<file path="config.mk">
export PLATFORM = sky130hd
export DESIGN_NAME = oriented_box_range_average_top
export DESIGN_NICKNAME = d
export VERILOG_FILES = /design/src/hdl/obra_pkg.sv /design/src/hdl/obra_ctrl.sv /design/src/hdl/obra_dp.sv /design/src/hdl/oriented_box_range_average_top.sv
export SDC_FILE = /design/constraint.sdc
export NUM_CORES = 2
export LEC_CHECK = 0
export BUFFER_PORTS_ARGS = -buffer_cell sky130_fd_sc_hd__buf_2
export CAP_MARGIN = 20
export CELL_PAD_IN_SITES_DETAIL_PLACEMENT = 0
export CELL_PAD_IN_SITES_GLOBAL_PLACEMENT = 1
export CORE_ASPECT_RATIO = 0.9
export CORE_UTILIZATION = 39
export CTS_BUF_LIST = sky130_fd_sc_hd__clkbuf_2
export CTS_CLUSTER_DIAMETER = 50
export CTS_CLUSTER_SIZE = 14
export DETAILED_ROUTE_END_ITERATION = 12
export PLACE_DENSITY_LB_ADDON = 0.1
export SETUP_SLACK_MARGIN = 0.02
export SLEW_MARGIN = 20
export SYNTH_ARGS = -nofsm -noshare
export SYNTH_HDL_FRONTEND = slang
export SYNTH_SLANG_ARGS = --single-unit
</file>
<file path="constraint.sdc">
create_clock -name clk -period 12.65 [get_ports clk]
set_input_delay 0 -clock clk [delete_from_list [all_inputs] [get_ports clk]]
set_output_delay 0 -clock clk [all_outputs]
set_load 0.1 [all_outputs]
</file>
<file path="src/hdl/obra_pkg.sv">
`timescale 1ns / 1ps

package obra_pkg;

  // field and datapath widths
  localparam int COORD_W     = 16;
  localparam int DIFF_W      = 17;
  localparam int PROD_W      = 33;
  localparam int DOT_W       = 34;
  localparam int WEIGHT_W    = 38;
  localparam int AVG_W       = 17;
  localparam int OUT_COUNT_W = 20;
  localparam int CFG_IDX_W   = 3;

  // restoring divider runs one quotient bit per cycle over the weight magnitude
  localparam int DIV_STEPS = WEIGHT_W;
  localparam int DIV_CNT_W = $clog2(DIV_STEPS);

  // average clamp limits, as magnitudes of the quotient
  localparam logic [WEIGHT_W-1:0] AVG_POS_MAX = WEIGHT_W'(65535);
  localparam logic [WEIGHT_W-1:0] AVG_NEG_MAG = WEIGHT_W'(65536);

  // configuration register indexes
  localparam logic [CFG_IDX_W-1:0] REG_CORNER_X = 3'd0;
  localparam logic [CFG_IDX_W-1:0] REG_CORNER_Y = 3'd1;
  localparam logic [CFG_IDX_W-1:0] REG_SIDE_A_X = 3'd2;
  localparam logic [CFG_IDX_W-1:0] REG_SIDE_A_Y = 3'd3;
  localparam logic [CFG_IDX_W-1:0] REG_SIDE_B_X = 3'd4;
  localparam logic [CFG_IDX_W-1:0] REG_SIDE_B_Y = 3'd5;

  // controller states
  typedef enum logic [4:0] {
    ST_IDLE,
    ST_SQ0,
    ST_SQ1,
    ST_SQ2,
    ST_SQ3,
    ST_SQ4,
    ST_M0,
    ST_M1,
    ST_M2,
    ST_M3,
    ST_TEST,
    ST_UPDATE,
    ST_PREP,
    ST_DIV,
    ST_OUT
  } obra_state_t;

  // datapath operations
  typedef enum logic [4:0] {
    DP_NOP,
    DP_LOAD,
    DP_SQ0,
    DP_SQ1,
    DP_SQ2,
    DP_SQ3,
    DP_SQ4,
    DP_M0,
    DP_M1,
    DP_M2,
    DP_M3,
    DP_TEST,
    DP_UPDATE,
    DP_PREP,
    DP_DIV,
    DP_OUT
  } dp_op_t;

  typedef struct packed {
    dp_op_t op;
  } dp_cmd_t;

  typedef struct packed {
    logic last;
    logic acc_empty;
    logic out_busy;
  } dp_status_t;

endpackage

</file>
<file path="src/hdl/obra_ctrl.sv">
`timescale 1ns / 1ps

module obra_ctrl (
  input  logic                clk,
  input  logic                rst_n,
  input  logic                in_valid,
  output logic                in_stall,
  input  logic                cfg_we,
  output obra_pkg::dp_cmd_t    cmd,
  input  obra_pkg::dp_status_t status
);
  import obra_pkg::*;

  obra_state_t          state_r, state_nxt;
  logic                 dirty_r, dirty_nxt;
  logic [DIV_CNT_W-1:0] div_cnt_r, div_cnt_nxt;
  logic                 take;

  // a word is taken only when idle with the side squares up to date
  assign take = (state_r == ST_IDLE) && !dirty_r && in_valid;

  // next state
  always_comb begin
    state_nxt = state_r;
    case (state_r)
      ST_IDLE: begin
        if (dirty_r) begin
          state_nxt = ST_SQ0;
        end else if (in_valid) begin
          state_nxt = ST_M0;
        end
      end
      ST_SQ0:    state_nxt = ST_SQ1;
      ST_SQ1:    state_nxt = ST_SQ2;
      ST_SQ2:    state_nxt = ST_SQ3;
      ST_SQ3:    state_nxt = ST_SQ4;
      ST_SQ4:    state_nxt = ST_IDLE;
      ST_M0:     state_nxt = ST_M1;
      ST_M1:     state_nxt = ST_M2;
      ST_M2:     state_nxt = ST_M3;
      ST_M3:     state_nxt = ST_TEST;
      ST_TEST:   state_nxt = ST_UPDATE;
      ST_UPDATE: state_nxt = status.last ? ST_PREP : ST_IDLE;
      ST_PREP:   state_nxt = status.acc_empty ? ST_OUT : ST_DIV;
      ST_DIV: begin
        if (div_cnt_r == '0) begin
          state_nxt = ST_OUT;
        end
      end
      ST_OUT: begin
        if (!status.out_busy) begin
          state_nxt = ST_IDLE;
        end
      end
      default:   state_nxt = ST_IDLE;
    endcase
  end

  // squares go stale on any register write; a write during the pass reruns it
  always_comb begin
    dirty_nxt = dirty_r;
    if (cfg_we) begin
      dirty_nxt = 1'b1;
    end else if (state_r == ST_SQ0) begin
      dirty_nxt = 1'b0;
    end
  end

  // divider step counter
  always_comb begin
    div_cnt_nxt = div_cnt_r;
    if (state_r == ST_PREP) begin
      div_cnt_nxt = DIV_CNT_W'(DIV_STEPS - 1);
    end else if (state_r == ST_DIV) begin
      div_cnt_nxt = div_cnt_r - 1'b1;
    end
  end

  always_ff @(posedge clk) begin
    if (!rst_n) begin
      state_r   <= ST_IDLE;
      dirty_r   <= 1'b0;
      div_cnt_r <= '0;
    end else begin
      state_r   <= state_nxt;
      dirty_r   <= dirty_nxt;
      div_cnt_r <= div_cnt_nxt;
    end
  end

  // outputs
  always_comb begin
    in_stall = !((state_r == ST_IDLE) && !dirty_r);
    cmd.op   = DP_NOP;
    case (state_r)
      ST_IDLE:   cmd.op = take ? DP_LOAD : DP_NOP;
      ST_SQ0:    cmd.op = DP_SQ0;
      ST_SQ1:    cmd.op = DP_SQ1;
      ST_SQ2:    cmd.op = DP_SQ2;
      ST_SQ3:    cmd.op = DP_SQ3;
      ST_SQ4:    cmd.op = DP_SQ4;
      ST_M0:     cmd.op = DP_M0;
      ST_M1:     cmd.op = DP_M1;
      ST_M2:     cmd.op = DP_M2;
      ST_M3:     cmd.op = DP_M3;
      ST_TEST:   cmd.op = DP_TEST;
      ST_UPDATE: cmd.op = DP_UPDATE;
      ST_PREP:   cmd.op = DP_PREP;
      ST_DIV:    cmd.op = DP_DIV;
      ST_OUT:    cmd.op = status.out_busy ? DP_NOP : DP_OUT;
      default:   cmd.op = DP_NOP;
    endcase
  end

endmodule

</file>
<file path="src/hdl/obra_dp.sv">
`timescale 1ns / 1ps

module obra_dp #(
  parameter int unsigned COUNT_BITS = 20
) (
  input  logic                                      clk,
  input  logic                                      rst_n,
  input  obra_pkg::dp_cmd_t                          cmd,
  output obra_pkg::dp_status_t                       status,
  input  logic                                      cfg_we,
  input  logic [obra_pkg::CFG_IDX_W-1:0]            cfg_index,
  input  logic [obra_pkg::COORD_W-1:0]              cfg_wdata,
  input  logic signed [obra_pkg::COORD_W-1:0]       in_point_x,
  input  logic signed [obra_pkg::COORD_W-1:0]       in_point_y,
  input  logic                                      in_last_point,
  input  logic                                      out_stall,
  output logic                                      out_valid,
  output logic [obra_pkg::OUT_COUNT_W-1:0]          out_inside_count,
  output logic signed [obra_pkg::WEIGHT_W-1:0]      out_weight_total,
  output logic signed [obra_pkg::AVG_W-1:0]         out_weight_average,
  output logic                                      out_set_empty
);
  import obra_pkg::*;

  // box registers
  logic signed [COORD_W-1:0] corner_x_r, corner_y_r;
  logic signed [COORD_W-1:0] side_a_x_r, side_a_y_r, side_b_x_r, side_b_y_r;

  // current point
  logic signed [DIFF_W-1:0] dx_r, dy_r, w_r;
  logic                     last_r;

  // shared multiplier and dot products
  logic signed [DIFF_W-1:0]  mul_a;
  logic signed [COORD_W-1:0] mul_b;
  logic signed [PROD_W-1:0]  prod_r;
  logic signed [DOT_W-1:0]   prod_ext;
  logic signed [DOT_W-1:0]   near_a_r, near_b_r, sq_a_r, sq_b_r;
  logic signed [DOT_W-1:0]   near_b_sum;
  logic                      in_a_r, inside_r;

  // running sums
  logic [COUNT_BITS-1:0]      count_acc_r;
  logic signed [WEIGHT_W-1:0] weight_acc_r;
  logic signed [WEIGHT_W:0]   weight_sum;
  logic signed [WEIGHT_W-1:0] weight_sat;

  // result hold and divider
  logic [COUNT_BITS-1:0]      cnt_hold_r;
  logic signed [WEIGHT_W-1:0] wt_hold_r;
  logic                       neg_r;
  logic [WEIGHT_W-1:0]        dvd_r;
  logic [COUNT_BITS:0]        rem_r;
  logic [COUNT_BITS:0]        rem_sh;
  logic [COUNT_BITS+1:0]      rem_diff;
  logic [WEIGHT_W-1:0]        weight_mag;
  logic [AVG_W-1:0]           avg_val;
  logic [COUNT_BITS+OUT_COUNT_W-1:0] count_wide;

  // output register
  logic                       out_valid_r;
  logic [OUT_COUNT_W-1:0]     out_count_r;
  logic signed [WEIGHT_W-1:0] out_total_r;
  logic signed [AVG_W-1:0]    out_avg_r;
  logic                       out_empty_r;

  // configuration writes
  always_ff @(posedge clk) begin
    if (!rst_n) begin
      corner_x_r <= '0;
      corner_y_r <= '0;
      side_a_x_r <= '0;
      side_a_y_r <= '0;
      side_b_x_r <= '0;
      side_b_y_r <= '0;
    end else if (cfg_we) begin
      case (cfg_index)
        REG_CORNER_X: corner_x_r <= cfg_wdata;
        REG_CORNER_Y: corner_y_r <= cfg_wdata;
        REG_SIDE_A_X: side_a_x_r <= cfg_wdata;
        REG_SIDE_A_Y: side_a_y_r <= cfg_wdata;
        REG_SIDE_B_X: side_b_x_r <= cfg_wdata;
        REG_SIDE_B_Y: side_b_y_r <= cfg_wdata;
        default: ;
      endcase
    end
  end

  // point capture: offsets from the corner and the weight
  always_ff @(posedge clk) begin
    if (cmd.op == DP_LOAD) begin
      dx_r   <= $signed({in_point_x[COORD_W-1], in_point_x})
              - $signed({corner_x_r[COORD_W-1], corner_x_r});
      dy_r   <= $signed({in_point_y[COORD_W-1], in_point_y})
              - $signed({corner_y_r[COORD_W-1], corner_y_r});
      w_r    <= $signed({in_point_x[COORD_W-1], in_point_x})
              + $signed({in_point_y[COORD_W-1], in_point_y});
      last_r <= in_last_point;
    end
  end

  // multiplier operand select
  always_comb begin
    mul_a = '0;
    mul_b = '0;
    case (cmd.op)
      DP_SQ0: begin
        mul_a = $signed({side_a_x_r[COORD_W-1], side_a_x_r});
        mul_b = side_a_x_r;
      end
      DP_SQ1: begin
        mul_a = $signed({side_a_y_r[COORD_W-1], side_a_y_r});
        mul_b = side_a_y_r;
      end
      DP_SQ2: begin
        mul_a = $signed({side_b_x_r[COORD_W-1], side_b_x_r});
        mul_b = side_b_x_r;
      end
      DP_SQ3: begin
        mul_a = $signed({side_b_y_r[COORD_W-1], side_b_y_r});
        mul_b = side_b_y_r;
      end
      DP_M0: begin
        mul_a = dx_r;
        mul_b = side_a_x_r;
      end
      DP_M1: begin
        mul_a = dy_r;
        mul_b = side_a_y_r;
      end
      DP_M2: begin
        mul_a = dx_r;
        mul_b = side_b_x_r;
      end
      DP_M3: begin
        mul_a = dy_r;
        mul_b = side_b_y_r;
      end
      default: begin
        mul_a = '0;
        mul_b = '0;
      end
    endcase
  end

  always_ff @(posedge clk) begin
    prod_r <= mul_a * mul_b;
  end

  assign prod_ext   = $signed({prod_r[PROD_W-1], prod_r});
  assign near_b_sum = near_b_r + prod_ext;

  // squared side lengths: the far test dot(d-s,s) <= 0 is dot(d,s) <= |s|^2
  always_ff @(posedge clk) begin
    if (!rst_n) begin
      sq_a_r <= '0;
      sq_b_r <= '0;
    end else begin
      case (cmd.op)
        DP_SQ1:  sq_a_r <= prod_ext;
        DP_SQ2:  sq_a_r <= sq_a_r + prod_ext;
        DP_SQ3:  sq_b_r <= prod_ext;
        DP_SQ4:  sq_b_r <= sq_b_r + prod_ext;
        default: ;
      endcase
    end
  end

  // dot products and the side tests
  always_ff @(posedge clk) begin
    case (cmd.op)
      DP_M1: near_a_r <= prod_ext;
      DP_M2: near_a_r <= near_a_r + prod_ext;
      DP_M3: begin
        near_b_r <= prod_ext;
        in_a_r   <= (near_a_r > 0) && (near_a_r <= sq_a_r);
      end
      DP_TEST: inside_r <= in_a_r && (near_b_sum > 0) && (near_b_sum <= sq_b_r);
      default: ;
    endcase
  end

  // saturating weight add
  always_comb begin
    weight_sum = $signed({weight_acc_r[WEIGHT_W-1], weight_acc_r})
               + $signed({{(WEIGHT_W + 1 - DIFF_W){w_r[DIFF_W-1]}}, w_r});
    if (weight_sum[WEIGHT_W] != weight_sum[WEIGHT_W-1]) begin
      weight_sat = weight_sum[WEIGHT_W] ? {1'b1, {(WEIGHT_W-1){1'b0}}}
                                        : {1'b0, {(WEIGHT_W-1){1'b1}}};
    end else begin
      weight_sat = weight_sum[WEIGHT_W-1:0];
    end
  end

  // running sums, cleared once a set is handed to the divider
  always_ff @(posedge clk) begin
    if (!rst_n) begin
      count_acc_r  <= '0;
      weight_acc_r <= '0;
    end else if (cmd.op == DP_UPDATE && inside_r) begin
      if (count_acc_r != '1) begin
        count_acc_r <= count_acc_r + 1'b1;
      end
      weight_acc_r <= weight_sat;
    end else if (cmd.op == DP_PREP) begin
      count_acc_r  <= '0;
      weight_acc_r <= '0;
    end
  end

  // divider step: restoring, one quotient bit into the dividend register
  assign weight_mag = weight_acc_r[WEIGHT_W-1] ? WEIGHT_W'(-weight_acc_r)
                                               : WEIGHT_W'(weight_acc_r);
  assign rem_sh   = {rem_r[COUNT_BITS-1:0], dvd_r[WEIGHT_W-1]};
  assign rem_diff = {1'b0, rem_sh} - {2'b00, cnt_hold_r};

  always_ff @(posedge clk) begin
    case (cmd.op)
      DP_PREP: begin
        cnt_hold_r <= count_acc_r;
        wt_hold_r  <= weight_acc_r;
        neg_r      <= weight_acc_r[WEIGHT_W-1];
        dvd_r      <= weight_mag;
        rem_r      <= '0;
      end
      DP_DIV: begin
        if (!rem_diff[COUNT_BITS+1]) begin
          rem_r <= rem_diff[COUNT_BITS:0];
          dvd_r <= {dvd_r[WEIGHT_W-2:0], 1'b1};
        end else begin
          rem_r <= rem_sh;
          dvd_r <= {dvd_r[WEIGHT_W-2:0], 1'b0};
        end
      end
      default: ;
    endcase
  end

  // signed, clamped average from the quotient magnitude
  always_comb begin
    if (cnt_hold_r == '0) begin
      avg_val = '0;
    end else if (neg_r) begin
      avg_val = (dvd_r > AVG_NEG_MAG) ? AVG_W'(-AVG_NEG_MAG)
                                      : AVG_W'(-dvd_r);
    end else begin
      avg_val = (dvd_r > AVG_POS_MAX) ? AVG_POS_MAX[AVG_W-1:0]
                                      : dvd_r[AVG_W-1:0];
    end
  end

  assign count_wide = {{OUT_COUNT_W{1'b0}}, cnt_hold_r};

  // result register
  always_ff @(posedge clk) begin
    if (!rst_n) begin
      out_valid_r <= 1'b0;
    end else if (cmd.op == DP_OUT) begin
      out_valid_r <= 1'b1;
    end else if (!out_stall) begin
      out_valid_r <= 1'b0;
    end
  end

  always_ff @(posedge clk) begin
    if (cmd.op == DP_OUT) begin
      out_count_r <= count_wide[OUT_COUNT_W-1:0];
      out_total_r <= wt_hold_r;
      out_avg_r   <= avg_val;
      out_empty_r <= (cnt_hold_r == '0);
    end
  end

  assign out_valid          = out_valid_r;
  assign out_inside_count   = out_count_r;
  assign out_weight_total   = out_total_r;
  assign out_weight_average = out_avg_r;
  assign out_set_empty      = out_empty_r;

  assign status.last      = last_r;
  assign status.acc_empty = (count_acc_r == '0);
  assign status.out_busy  = out_valid_r && out_stall;

endmodule

</file>
<file path="src/hdl/oriented_box_range_average_top.sv">
`timescale 1ns / 1ps

// Oriented box range average.
// Input channel (in_valid / in_stall): one word per 2-D point, signed Q8.8,
// with in_last_point marking the end of a set. Points past the near edges and
// not past the far edges of the box (corner plus two side vectors, from the
// cfg_ write port) add to a count and to a weight sum of x + y.
// Output channel (out_valid / out_stall): one word per set, after its last
// point: count, weight total, average truncated toward zero, empty flag.
// Points are taken one at a time: the single multiplier forms the four products
// of the two dot products in turn, then the test and update steps run. After
// any register write, the squared side lengths are recomputed (SQ0 to SQ4)
// before the next point is taken.
// After a set's last point, its sums go to the bit-serial divider and the
// result is then registered for output; an empty set skips the divider.
// A finished result sits in the output register; points of the next set keep
// flowing while it is stalled, and only the next set's result waits for it.
// Reset (synchronous, rst_n low) clears the box registers and the sums to 0.
module oriented_box_range_average_top #(
  parameter int unsigned COUNT_BITS = 20
) (
  input  logic                                 clk,
  input  logic                                 rst_n,
  input  logic                                 in_valid,
  output logic                                 in_stall,
  input  logic signed [obra_pkg::COORD_W-1:0]  in_point_x,
  input  logic signed [obra_pkg::COORD_W-1:0]  in_point_y,
  input  logic                                 in_last_point,
  output logic                                 out_valid,
  input  logic                                 out_stall,
  output logic [obra_pkg::OUT_COUNT_W-1:0]     out_inside_count,
  output logic signed [obra_pkg::WEIGHT_W-1:0] out_weight_total,
  output logic signed [obra_pkg::AVG_W-1:0]    out_weight_average,
  output logic                                 out_set_empty,
  input  logic                                 cfg_we,
  input  logic [obra_pkg::CFG_IDX_W-1:0]       cfg_index,
  input  logic [obra_pkg::COORD_W-1:0]         cfg_wdata
);
  import obra_pkg::*;

  dp_cmd_t    cmd;
  dp_status_t status;

  // sequencer
  obra_ctrl u_ctrl (
    .clk      (clk),
    .rst_n    (rst_n),
    .in_valid (in_valid),
    .in_stall (in_stall),
    .cfg_we   (cfg_we),
    .cmd      (cmd),
    .status   (status)
  );

  // arithmetic and result register
  obra_dp #(
    .COUNT_BITS (COUNT_BITS)
  ) u_dp (
    .clk                (clk),
    .rst_n              (rst_n),
    .cmd                (cmd),
    .status             (status),
    .cfg_we             (cfg_we),
    .cfg_index          (cfg_index),
    .cfg_wdata          (cfg_wdata),
    .in_point_x         (in_point_x),
    .in_point_y         (in_point_y),
    .in_last_point      (in_last_point),
    .out_stall          (out_stall),
    .out_valid          (out_valid),
    .out_inside_count   (out_inside_count),
    .out_weight_total   (out_weight_total),
    .out_weight_average (out_weight_average),
    .out_set_empty      (out_set_empty)
  );

endmodule

</file>
==> impl_metrics.yaml <==
outcome:
  run_status: "finished clean"
placement:
  dp_slack_ps: 2640
  routabilityCongestion: 0.831
  dp_hpwl_mm: 99.8
  place_inst: 6676
  placed_area_um2: 48800
  port_buffers: 134
clock_network:
  tritoncts.num_buffers: 96
  clkLatencyLatePin_ps: 1460
  cts_root_buffer: "clkbuf_2"
  tritoncts_num_sinks: 580
  cts_resized: 0
  cts_max_path_buffers: 3
  setup_bufs_post_cts: 0
  clock_tree_from_tritoncts: "built"
  clkSlewWorstSetupHoldPaths_ps: 240
  ctsHtreeMaxLevel: 3
cells_and_area:
  finish.utilization_pct: 45.0
  drive_gt1_share_pct: 8.34
  design.final.nets: 6186
  area_used_by_sequential_logic_in_the_layout_um2: 14700
  fillers: 11600
  syn2layout_area_growth_pct: 14.5
  finish.instance_area_um2: 52600
  multi_input_area_um2: 28600
  finish.cell_count_without_fillers: 7107
sta:
  final.period_utilization_pct: 80.0
  finalHoldWorstSlack_ps: 271
  clk_skew_ps: 151
  post_route_setup_tns_ps: 0
  final_period_minus_worst_setup_slack_ps: 10120
  fmax_mhz: 98.8
  timing.max_slew.rel_slack_pct: 28.8
  rsz0062_at_grt: "no"
  layout_setup_ws_ps: 2530
  timing.final.max_slew_violations: 0
  setup_viol_count_final: 0
  timing_hold_violations_final: 0
  worstMarginPinSlew_ps: 1070
critical_path:
  critPathMaxStageDelay_ps: 890
  path_class: "reg -> reg"
  crit_path_frequent_cell: "fa_1"
  path_max_fanout: 35
  end_kind: "flop"
  worstSetupStartpointType: "flop"
  cp_slowest_cell: "and3_2"
  cp_data_arrival_time_ps: 11400
  critPathRequiredTime_ps: 13930
synth:
  synth_top_cells_by_area: "edfxtp_1 (20%), fa_1 (12%), dfxtp_1 (12%)"
  synthTopCellsByCount: "nand2_1 (590), inv_1 (567), nor2_1 (449), ha_1 (396), edfxtp_1 (313)"
  count_of_flip_flops_with_a_built_in_enable_after_synthesis: 313
  synth_top_area_share_pct: 20.5
  synth_top_flop_cell: "edfxtp_1"
  synth.cell_area_um2: 45900
  yosys.area.top_type: "edfxtp_1"
  synthDistinctLibCells: 78
  yosys_warning_count: 0
  synth.avg_cell_area_um2: 9.12
  synth-seq-area-share_pct: 32.1
  ys_async_sr_fraction_pct: 0
  yosys.cell_count.top_type: "nand2_1"
  synthesis.instances: 5040
  ys_seq_elements: 580
  mappedNetlistNets: 5778
detailed_routing:
  drc: 0
  avgRoutedWirePerCell_um: 19.0
  vias_per_cell: 5.25
  ant_nets: 0
  drc_violation_total_after_the_first_tritonroute_iteration: 2261
  num_vias: 37300
  routed_wirelength_mm: 135
  drt_pre_antenna_iters: 7
floorplan:
  io_pins: 135
  dieArea_um2: 119000
  die_h_um: 328
  die_w_um: 364
  initial_utilization_pct: 39.3
  fp.coreArea_um2: 117000
  num_rows: 119
grt:
  grt_pass1_vias: 37100
  grt_use_met2_pct: 36.0
  track_usage_pct: 22.7
  grt_pass1_wl_mm: 212
  gr-max-usage-layer: "met2"
  grt_use_met3_pct: 3.07
  largest_net_degree_at_the_start_of_global_routing: 108
  globalRouteOverflowTotal: 0
  antenna_found_initial: 3
  use_met1_pct: 32.3
power_and_ir_drop:
  max-vdd-ir-drop_uv: 72.0
  cellPowerDensity_nw_per_um2: 97.4
  power.static_leakage_nw: 22.4
  power_mw: 5.12
flow_run:
  drv.max_cap_violation_count: 0
min_path:
  timing.hold.worst.class: "in -> reg"
## worst max-delay path, delay by kind of cell, from the launching register on
kind / cells / cell delay (ps)
AND/OR/NAND/NOR: 5 / 2760
XOR/XNOR: 1 / 140
adder cells (fa/ha/maj): 7 / 3450
AO/OA/AOI/OAI: 10 / 2490
buffers and inverters: 5 / 250
flip-flops: 1 / 870
## kinds of logic after synthesis
kind of cell / after synthesis / synth area share [%]
fa+ha+maj: 681 / 23.2
buf+inv: 724 / 5.92
simple gates: 1501 / 14.7
flops: 580 / 32.1
mux: 27 / 0.591
xor+xnor: 266 / 5.07
compound gates: 1261 / 18.4
## state kept, by name (all words and copies together), names as in the netlist, 20 cells and up
| register | cells |
|---|---|
| u_dp.count_acc_r | 20 |
| u_dp.near_a_r | 34 |
| u_dp.sq_b_r | 34 |
| u_dp.out_inside_count | 20 |
| u_dp.sq_a_r | 34 |
| u_dp.cnt_hold_r | 20 |
| u_dp.near_b_r | 33 |
| u_dp.out_weight_total | 38 |
| u_dp.rem_r | 20 |
| u_dp.weight_acc_r | 38 |
| u_dp.wt_hold_r | 37 |
| u_dp.dvd_r | 38 |
| u_dp.prod_r | 33 |
## cell usage in the layout, fill, tap and decap left out, types with 140 or more instances in the layout
cell type / synthesis / final
nor2_1: 449 / 441
a21oi_1: 254 / 252
o21ai_0: 262 / 261
edfxtp_1: 313 / 313
dfxtp_1: 267 / 267
xnor2_1: 141 / 140
nand2_1: 590 / 589
inv_1: 567 / 566
ha_1: 396 / 396
dlygate4sd3_1: 0 / 246
fa_1: 285 / 285
## timing repair
action,in CTS,in global routing
hold endpoints to repair,414,0
setup endpoints to repair,0,0
hold buffers,247,0
## per-layer routing
layer / routed length (µm) / vias up / part of all wire [%]
met3: 5430 / 194 / 4.0
met4: 3660 / 0 / 2.7
met1: 65700 / 17900 / 49
li1: - / 18500 / -
met5: 0 / - / 0
met2: 60400 / 727 / 45
## layout make-up
cell class / instances / area share [%]
clock buffer: 104 / 0.989
multi-input combinational: 3736 / 54.4
inverter: 567 / 4.04
sequential: 580 / 28.0
clock inverter: 75 / 1.50
antenna: 5 / 0.0238
timing repair buffer: 467 / 7.28
tap: 1573 / 3.74
## final timing paths
path                                    startpoint                   endpoint  slack [ps]  cells after the start
worst max-delay path             u_ctrl.state_r[3]            u_dp.prod_r[31]        2530                     28
worst min-delay path                 in_point_x[3]               u_dp.dx_r[3]         270                      6
worst max register to register   u_ctrl.state_r[3]            u_dp.prod_r[31]        2530                     28
worst min register to register  u_dp.wt_hold_r[21]  u_dp.out_weight_total[21]         400                      0
## power breakdown
group          internal (mW)  total [mW]  switching, mW  leakage (nW)
Clock                  0.503        1.41          0.908         0.792
Sequential              2.09        2.19         0.0942          4.97
Combinational          0.570        1.53          0.956          16.6
(Power assumes the default switching activity.)
